===== src/rtl/ufe_pkg.sv =====
// ----------------------------------------------------------------------------
// ufe_pkg
// Shared types, constants and helpers for the disjoint-set engine.
// ----------------------------------------------------------------------------
package ufe_pkg;

  // Default table depth
  localparam int unsigned NODES_DEF = 1024;

  // Fixed field widths of the channels
  localparam int unsigned ACT_W  = 2;
  localparam int unsigned NODE_FW = 10;
  localparam int unsigned SIZE_FW = 11;

  // Reset value of the node count register
  localparam logic [SIZE_FW-1:0] NUM_NODES_RST = 11'd1024;

  typedef enum logic [ACT_W-1:0] {
    ACT_UNION = 2'd0,
    ACT_QUERY = 2'd1,
    ACT_FIND  = 2'd2,
    ACT_COUNT = 2'd3
  } action_t;

  // One request as taken from the input channel
  typedef struct packed {
    action_t              action;
    logic [NODE_FW-1:0]   node_a;
    logic [NODE_FW-1:0]   node_b;
  } cmd_t;

  // One answer as handed to the output register
  typedef struct packed {
    logic [NODE_FW-1:0]   root_node;
    logic [SIZE_FW-1:0]   set_size;
    logic                 same_set;
    logic                 merged;
    logic [SIZE_FW-1:0]   set_count;
  } result_t;

  // Effective node count: zero acts as one, the table depth is the ceiling
  function automatic logic [SIZE_FW-1:0] clamp_nodes(input logic [SIZE_FW-1:0] v,
                                                     input int unsigned nodes);
    logic [SIZE_FW-1:0] r;
    if (v == '0) begin
      r = 11'd1;
    end else if (32'(v) > nodes) begin
      r = SIZE_FW'(nodes);
    end else begin
      r = v;
    end
    return r;
  endfunction

endpackage


===== src/rtl/ufe_seq.sv =====
// ----------------------------------------------------------------------------
// ufe_seq
// Action sequencer: clearing sweep, two-pass find with path compression,
// union by size and the running set count.
// ----------------------------------------------------------------------------
module ufe_seq
  import ufe_pkg::*;
#(
  parameter int unsigned NODES  = NODES_DEF,
  parameter int unsigned NODE_W = $clog2(NODES),
  parameter int unsigned SZ_W   = NODE_W + 1,
  parameter int unsigned E_W    = SZ_W + 1
) (
  input  logic               clk,
  input  logic               rst_n,
  // configuration
  input  logic               cfg_we,
  input  logic [SIZE_FW-1:0] n_new,
  input  logic [SIZE_FW-1:0] n_used,
  // request side
  input  logic               cmd_valid,
  output logic               cmd_ready,
  input  cmd_t               cmd,
  // answer side
  output logic               res_valid,
  input  logic               res_ready,
  output result_t            res,
  // table port
  output logic               mem_we,
  output logic [NODE_W-1:0]  mem_waddr,
  output logic [E_W-1:0]     mem_wdata,
  output logic [NODE_W-1:0]  mem_raddr,
  input  logic [E_W-1:0]     mem_rdata
);

  typedef enum logic [6:0] {
    S_CLEAR = 7'b0000001,
    S_IDLE  = 7'b0000010,
    S_F1    = 7'b0000100,
    S_F2    = 7'b0001000,
    S_NEXT  = 7'b0010000,
    S_MERGE = 7'b0100000,
    S_DONE  = 7'b1000000
  } state_t;

  localparam logic [E_W-1:0] ENTRY_SINGLE = {1'b1, SZ_W'(1)};
  localparam logic [NODE_W-1:0] LAST_IDX  = NODE_W'(NODES - 1);

  state_t              state_r,     state_nxt;
  logic [NODE_W-1:0]   clr_addr_r,  clr_addr_nxt;
  logic [SIZE_FW-1:0]  sets_left_r, sets_left_nxt;
  logic                which_r,     which_nxt;
  action_t             act_r,       act_nxt;
  logic [NODE_W-1:0]   b_r,         b_nxt;
  logic [NODE_W-1:0]   cur_r,       cur_nxt;
  logic [NODE_W-1:0]   start_r,     start_nxt;
  logic [NODE_W-1:0]   root_r,      root_nxt;
  logic [NODE_W-1:0]   xroot_r,     xroot_nxt;
  logic [SZ_W-1:0]     xsize_r,     xsize_nxt;
  logic [NODE_W-1:0]   yroot_r,     yroot_nxt;
  logic [SZ_W-1:0]     ysize_r,     ysize_nxt;
  logic [NODE_W-1:0]   res_root_r,  res_root_nxt;
  logic [SZ_W-1:0]     res_size_r,  res_size_nxt;
  logic                res_same_r,  res_same_nxt;
  logic                res_merged_r, res_merged_nxt;

  // Decoded table entry
  logic                ent_root;
  logic [SZ_W-1:0]     ent_val;
  logic [NODE_W-1:0]   ent_next;

  // Request decode
  logic                req_bad;
  logic [NODE_W-1:0]   a_idx;
  logic [NODE_W-1:0]   b_idx;

  // Union decision
  logic                y_wins;
  logic [NODE_W-1:0]   winner;
  logic [NODE_W-1:0]   loser;
  logic [SZ_W-1:0]     size_sum;

  assign ent_root = mem_rdata[E_W-1];
  assign ent_val  = mem_rdata[SZ_W-1:0];
  assign ent_next = mem_rdata[NODE_W-1:0];

  assign a_idx   = NODE_W'(cmd.node_a);
  assign b_idx   = NODE_W'(cmd.node_b);
  assign req_bad = ({1'b0, cmd.node_a} >= n_used) ||
                   ((cmd.action != ACT_FIND) && ({1'b0, cmd.node_b} >= n_used));

  // Larger set wins, ties go to node_a's root
  assign y_wins   = (xsize_r < ysize_r);
  assign winner   = y_wins ? yroot_r : xroot_r;
  assign loser    = y_wins ? xroot_r : yroot_r;
  assign size_sum = xsize_r + ysize_r;

  assign cmd_ready = (state_r == S_IDLE);
  assign res_valid = (state_r == S_DONE);

  assign res.root_node = NODE_FW'(res_root_r);
  assign res.set_size  = SIZE_FW'(res_size_r);
  assign res.same_set  = res_same_r;
  assign res.merged    = res_merged_r;
  assign res.set_count = sets_left_r;

  // Next-state and table access
  always_comb begin
    state_nxt      = state_r;
    clr_addr_nxt   = clr_addr_r;
    sets_left_nxt  = sets_left_r;
    which_nxt      = which_r;
    act_nxt        = act_r;
    b_nxt          = b_r;
    cur_nxt        = cur_r;
    start_nxt      = start_r;
    root_nxt       = root_r;
    xroot_nxt      = xroot_r;
    xsize_nxt      = xsize_r;
    yroot_nxt      = yroot_r;
    ysize_nxt      = ysize_r;
    res_root_nxt   = res_root_r;
    res_size_nxt   = res_size_r;
    res_same_nxt   = res_same_r;
    res_merged_nxt = res_merged_r;
    mem_we         = 1'b0;
    mem_waddr      = cur_r;
    mem_wdata      = {1'b0, SZ_W'(root_r)};
    mem_raddr      = cur_r;

    unique case (state_r)
      // Sweep every entry back to a singleton root
      S_CLEAR: begin
        mem_we       = 1'b1;
        mem_waddr    = clr_addr_r;
        mem_wdata    = ENTRY_SINGLE;
        clr_addr_nxt = clr_addr_r + 1'b1;
        if (clr_addr_r == LAST_IDX) begin
          state_nxt = S_IDLE;
        end
      end

      // Take a request; count and bad nodes answer at once
      S_IDLE: begin
        if (cmd_valid) begin
          act_nxt        = cmd.action;
          b_nxt          = b_idx;
          res_root_nxt   = '0;
          res_size_nxt   = '0;
          res_same_nxt   = 1'b0;
          res_merged_nxt = 1'b0;
          if ((cmd.action == ACT_COUNT) || req_bad) begin
            state_nxt = S_DONE;
          end else begin
            mem_raddr = a_idx;
            cur_nxt   = a_idx;
            start_nxt = a_idx;
            which_nxt = 1'b0;
            state_nxt = S_F1;
          end
        end
      end

      // First pass: follow parent links up to the root
      S_F1: begin
        if (ent_root) begin
          root_nxt = cur_r;
          if (!which_r) begin
            xroot_nxt = cur_r;
            xsize_nxt = ent_val;
          end else begin
            yroot_nxt = cur_r;
            ysize_nxt = ent_val;
          end
          if (cur_r == start_r) begin
            state_nxt = S_NEXT;
          end else begin
            mem_raddr = start_r;
            cur_nxt   = start_r;
            state_nxt = S_F2;
          end
        end else begin
          mem_raddr = ent_next;
          cur_nxt   = ent_next;
        end
      end

      // Second pass: point each node on the path at the root
      S_F2: begin
        mem_we    = !ent_root;
        mem_waddr = cur_r;
        mem_wdata = {1'b0, SZ_W'(root_r)};
        if (ent_root || (ent_next == root_r)) begin
          state_nxt = S_NEXT;
        end else begin
          mem_raddr = ent_next;
          cur_nxt   = ent_next;
        end
      end

      // Between finds: start the second one, answer, or merge
      S_NEXT: begin
        if (!which_r) begin
          if (act_r == ACT_FIND) begin
            res_root_nxt = xroot_r;
            res_size_nxt = xsize_r;
            state_nxt    = S_DONE;
          end else begin
            mem_raddr = b_r;
            cur_nxt   = b_r;
            start_nxt = b_r;
            which_nxt = 1'b1;
            state_nxt = S_F1;
          end
        end else if ((act_r == ACT_UNION) && (xroot_r != yroot_r)) begin
          // winner root takes the combined size
          mem_we    = 1'b1;
          mem_waddr = winner;
          mem_wdata = {1'b1, size_sum};
          state_nxt = S_MERGE;
        end else begin
          res_root_nxt = xroot_r;
          res_size_nxt = xsize_r;
          res_same_nxt = (xroot_r == yroot_r);
          state_nxt    = S_DONE;
        end
      end

      // Hang the losing root under the winner
      S_MERGE: begin
        mem_we         = 1'b1;
        mem_waddr      = loser;
        mem_wdata      = {1'b0, SZ_W'(winner)};
        if (sets_left_r != '0) begin
          sets_left_nxt = sets_left_r - 1'b1;
        end
        res_root_nxt   = winner;
        res_size_nxt   = size_sum;
        res_same_nxt   = 1'b1;
        res_merged_nxt = 1'b1;
        state_nxt      = S_DONE;
      end

      // Hold the answer until the output register takes it
      S_DONE: begin
        if (res_ready) begin
          state_nxt = S_IDLE;
        end
      end

      default: begin
        state_nxt = S_IDLE;
      end
    endcase

    // A register write restarts the sweep and the set count
    if (cfg_we) begin
      state_nxt     = S_CLEAR;
      clr_addr_nxt  = '0;
      sets_left_nxt = n_new;
    end
  end

  // Control state
  always_ff @(posedge clk) begin
    if (!rst_n) begin
      state_r     <= S_CLEAR;
      clr_addr_r  <= '0;
      sets_left_r <= clamp_nodes(NUM_NODES_RST, NODES);
      which_r     <= 1'b0;
    end else begin
      state_r     <= state_nxt;
      clr_addr_r  <= clr_addr_nxt;
      sets_left_r <= sets_left_nxt;
      which_r     <= which_nxt;
    end
  end

  // Working values and answer
  always_ff @(posedge clk) begin
    act_r        <= act_nxt;
    b_r          <= b_nxt;
    cur_r        <= cur_nxt;
    start_r      <= start_nxt;
    root_r       <= root_nxt;
    xroot_r      <= xroot_nxt;
    xsize_r      <= xsize_nxt;
    yroot_r      <= yroot_nxt;
    ysize_r      <= ysize_nxt;
    res_root_r   <= res_root_nxt;
    res_size_r   <= res_size_nxt;
    res_same_r   <= res_same_nxt;
    res_merged_r <= res_merged_nxt;
  end

endmodule


===== config.mk =====
export PLATFORM = sky130hd
export DESIGN_NAME = ufe_seq
export DESIGN_NICKNAME = d
export VERILOG_FILES = /design/src/rtl/ufe_pkg.sv /design/src/rtl/ufe_seq.sv
export SDC_FILE = /design/constraint.sdc
export NUM_CORES = 1
export LEC_CHECK = 0
export ABC_AREA = 1
export BUFFER_PORTS_ARGS = -buffer_cell sky130_fd_sc_hd__buf_4
export CORE_UTILIZATION = 40
export CTS_BUF_LIST = sky130_fd_sc_hd__clkbuf_4 sky130_fd_sc_hd__clkbuf_8
export DETAILED_ROUTE_END_ITERATION = 16
export GPL_ROUTABILITY_DRIVEN = 0
export HOLD_SLACK_MARGIN = 0.03
export PLACE_DENSITY = 0.64
export SLEW_MARGIN = 15
export SYNTH_ARGS = -nofsm -noshare
export SYNTH_HDL_FRONTEND = slang
export SYNTH_SLANG_ARGS = --single-unit

===== constraint.sdc =====
create_clock -name clk -period 7.05 [get_ports clk]
set_input_delay 0.3525 -clock clk [delete_from_list [all_inputs] [get_ports clk]]
set_output_delay 0.3525 -clock clk [all_outputs]
set_load 0.02 [all_outputs]

==> summary.md <==
| Metric | Value |
|---|---|
| Final Hold Fails | 0 |
| Post-Layout Inst Area | 0.0102 mm^2 |
| I/O pin count | 130 |
| Fin crit share | 0.533 |
| PortBufs | 129 |
| Resize count post-CTS | 0 |
| Site row count | 53 |
| CTS tree | done |
| CTS Sinks | 136 |
| Num CTS Buffers | 17 |
| H-tree Lvls | 4 |
| Slowest CP cell | nor3_2 |
| Drt total wl | 24700 um |
| Diodes inserted | 0 |
| R2r startpoint | yroot_r[3]$_DFFE_PP_ |
| Worst VDD drop | 0.0000918 V |
| Worst setup SP type | flip-flop |
| Iter 0 DRT Violations | 675 |
| Pre-CTS setup slack | 3840 ps |
| Worst rel slew slack | 0.312 |
| Post-synth EDFFs | 97 |
| First-pass GRT wire length | 38400 um |
| Slew Viols, Final | 0 |
| Die area | 0.0220 mm^2 |
| Fillers | 2065 |
| Crit Path Category | reg -> out |
| Status | completed |
| Seq/Total Area, Yosys | 0.432 |
| Residual DRC count | 0 |
| Hold_buf cts | 0 |
| Worst-path clk slew | 80 ps |
| Die height | 148 um |
| Post-synthesis cell area | 0.00856 mm^2 |
| WP buf/inv | 6 |
| Mean Syn Cell Area | 7.83 um^2 |
| Number of global-route vias before repair | 7203 |
| Worst path cell trace | nor2_2, nand2_2, clkinv_2, nand3_2, buf_4, inv_2, buf_4, nor3_2, buf_4, a21oi_2, nand2_1, a21oi_1, nor2_1, buf_4 |
| Synth-to-layout area growth | 18.7% |
| Pwr per Cell Area | 168 mW/mm^2 |
| Initial Utilization | 0.407 |
| DIE WIDTH | 148 um |
| Ys flop type | edfxtp_1 |
| Core Util, Final | 0.483 |
| Final setup fails | 0 |
| Type of the tightest min-delay check | in -> reg |
| Worst slew pin tran | 1030 ps |
| Layout cells sized above 1 | 0.171 |
| Root buffer cell | clkbuf_8 |
| Critical Path RT | 6700 ps |
| Worst Min Path Start | mem_rdata[10] |
| Worst skew pair latency | 460 ps |
| Synth async-reset ratio | 0 |
| Vias | 7867 |
| Worst Clk Skew | 14.8 ps |
| Final #Nets | 1318 |
| Placeable Area | 0.0210 mm^2 |
| Total track usage | 0.228 |
| Mapped Cells | 1093 |
| Max clock buf depth | 2 |
| Crit-path most repeated cell | buf_4 |
| Antenna violations before repair | 0 |
| Post-DRT Antenna Nets | 0 |
| PnR worst setup slack | 3290 ps |
| Minimum clock period | 3760 ps |
| Syn. warnings | 0 |
| Crit end category | primary output |
| DR vias/cell | 5.24 |
| Crit-path max FO | 43 |
| Wire per inst | 16.4 um |
| Setup Total Neg Slack | 0 ps |
| Setup bufs post-CTS | 0 |
| Critical path data arrival time | 3410 ps |
| Gr ovfl total | 0 |
| Distinct cell type count after synthesis | 48 |
| Hpwl dp | 18900 um |
| Post-DP Area | 0.00973 mm^2 |
| #FFs+latches synth | 136 |
| DRT Pass-1 Iters | 5 |
| Pleak | 4.63 nW |
| RSZ-0062 raised after global routing | no |
| Crit path from | state_r[0]$_SDFFE_PP1P_ |
| Largest net degree at the start of global routing | 44 |
| CP top delay family | buffers and inverters |
| Peak Freq | 266 MHz |
| Syn_nets | 1198 |
| Max-cap viol count | 0 |
| Crit path largest cell delay | 640 ps |
| Tot Pwr | 1.71 mW |
## where the power goes
group	switching, mW	internal, mW	leakage, nW
Sequential	0.00799	0.854	1.16
Combinational	0.0821	0.0596	3.26
Clock	0.312	0.396	0.207
## logic make-up after synthesis
kind of cell             after synthesis  share of synthesized area
buffers and inverters                185                     0.0889
XOR/XNOR                              19                     0.0194
AND/OR/NAND/NOR                      531                      0.281
AO/OA/AOI/OAI                        178                      0.114
adder cells (fa/ha/maj)               44                     0.0652
flip-flops                           136                      0.432
## flip-flops by register name, summed over array words and instances, names as in the netlist, 2 cells and up
| name | flops |
|---|---|
| res_size_r | 11 |
| sets_left_r | 11 |
| xsize_r | 11 |
| ysize_r | 11 |
| b_r | 10 |
| clr_addr_r | 10 |
| cur_r | 10 |
| res_root_r | 10 |
| root_r | 10 |
| start_r | 10 |
| xroot_r | 10 |
| yroot_r | 10 |
| state_r | 7 |
| act_r | 2 |
## worst reg2reg max path, stage by stage, from the launching register on
cell,delay [ps]
edfxtp_1,470
nand2_1,110
nand2_1,50
nor2_1,150
nand2_1,80
nor2_1,80
nand2_1,130
nand3_2,360
inv_2,310
nand2_1,260
nand2_1,80
inv_1,600
## final cells by class
cell class | instances | area, um^2 | area share
clock buffers | 19 | 255 | 0.0251
repair buffers | 135 | 1010 | 0.0998
multi-input cells | 772 | 4110 | 0.404
well taps | 275 | 344 | 0.0339
clock inverters | 13 | 176 | 0.0174
flip-flops and latches | 136 | 3690 | 0.364
inverters | 151 | 569 | 0.0560
## synthesized netlist by cell type, types with 2 or more instances
cell | n | share of area
xor2_1 | 7 | 0.0072
inv_1 | 141 | 0.062
nor3_2 | 4 | 0.0047
edfxtp_1 | 97 | 0.34
o21ai_1 | 13 | 0.0076
nor2_2 | 5 | 0.0037
a21oi_2 | 2 | 0.0020
buf_6 | 3 | 0.0039
o31ai_1 | 2 | 0.0018
inv_2 | 6 | 0.0026
clkinv_2 | 2 | 0.0012
or2_1 | 12 | 0.0088
nand4_4 | 2 | 0.0050
o21ai_0 | 75 | 0.044
xnor2_1 | 12 | 0.012
or2_2 | 3 | 0.0022
o211ai_1 | 6 | 0.0053
nand3_2 | 4 | 0.0047
a31oi_1 | 2 | 0.0015
nor2_4 | 6 | 0.0079
nand3_1 | 68 | 0.040
a21oi_1 | 63 | 0.037
nand2_2 | 6 | 0.0044
a22oi_1 | 7 | 0.0061
a22o_1 | 2 | 0.0020
ha_1 | 43 | 0.063
clkbuf_1 | 10 | 0.0044
buf_4 | 7 | 0.0061
dfxtp_1 | 39 | 0.091
nor4_1 | 3 | 0.0022
clkinv_1 | 2 | 0.00088
buf_1 | 2 | 0.00088
nand4_1 | 34 | 0.025
nor3_1 | 10 | 0.0058
nand2_1 | 292 | 0.13
buf_2 | 12 | 0.0070
nor2_1 | 78 | 0.034
## worst paths after layout
path                                                   end  slack, ps  cells after the start
worst max-delay path                          mem_waddr[4]       3290                     14
worst min-delay path                 xsize_r[10]$_DFFE_PP_         80                      1
worst max register to register     res_root_r[6]$_DFFE_PP_       4000                     11
worst min register to register  clr_addr_r[6]$_SDFFE_PP0N_        500                      2
## routing by layer
metal	global-route usage	up-vias	wire, um
li1	-	3873	-
met1	0.309	3609	11100
met2	0.354	335	11100
met3	0.0466	50	1730
met4	0.0948	0	789
met5	0	-	0
## cell usage in the layout (no fill, tap or decap), types with 7 or more instances in the layout
| cell | count |
|---|---|
| a21oi_1 | 63 |
| buf_4 | 135 |
| a22oi_1 | 7 |
| or2_1 | 12 |
| dfxtp_1 | 39 |
| o21ai_0 | 75 |
| xor2_1 | 7 |
| o21ai_1 | 13 |
| edfxtp_1 | 97 |
| nor2_2 | 7 |
| clkbuf_8 | 18 |
| nor2_1 | 76 |
| nand4_1 | 34 |
| nand2_1 | 292 |
| nor3_1 | 10 |
| nand3_1 | 68 |
| xnor2_1 | 12 |
| ha_1 | 43 |
| inv_1 | 141 |
## per-stage QoR
| stage | hold WS (ps) | cells |
|---|---|---|
| after floorplan | 441 | 1093 |
| after detailed placement | 494 | 1469 |
| after global routing | 55.9 | 1501 |
| final | 80.8 | 1501 |
| after CTS | 58.7 | 1501 |
| after global placement | 496 | 1469 |
Power figures use the tool's default switching activity.
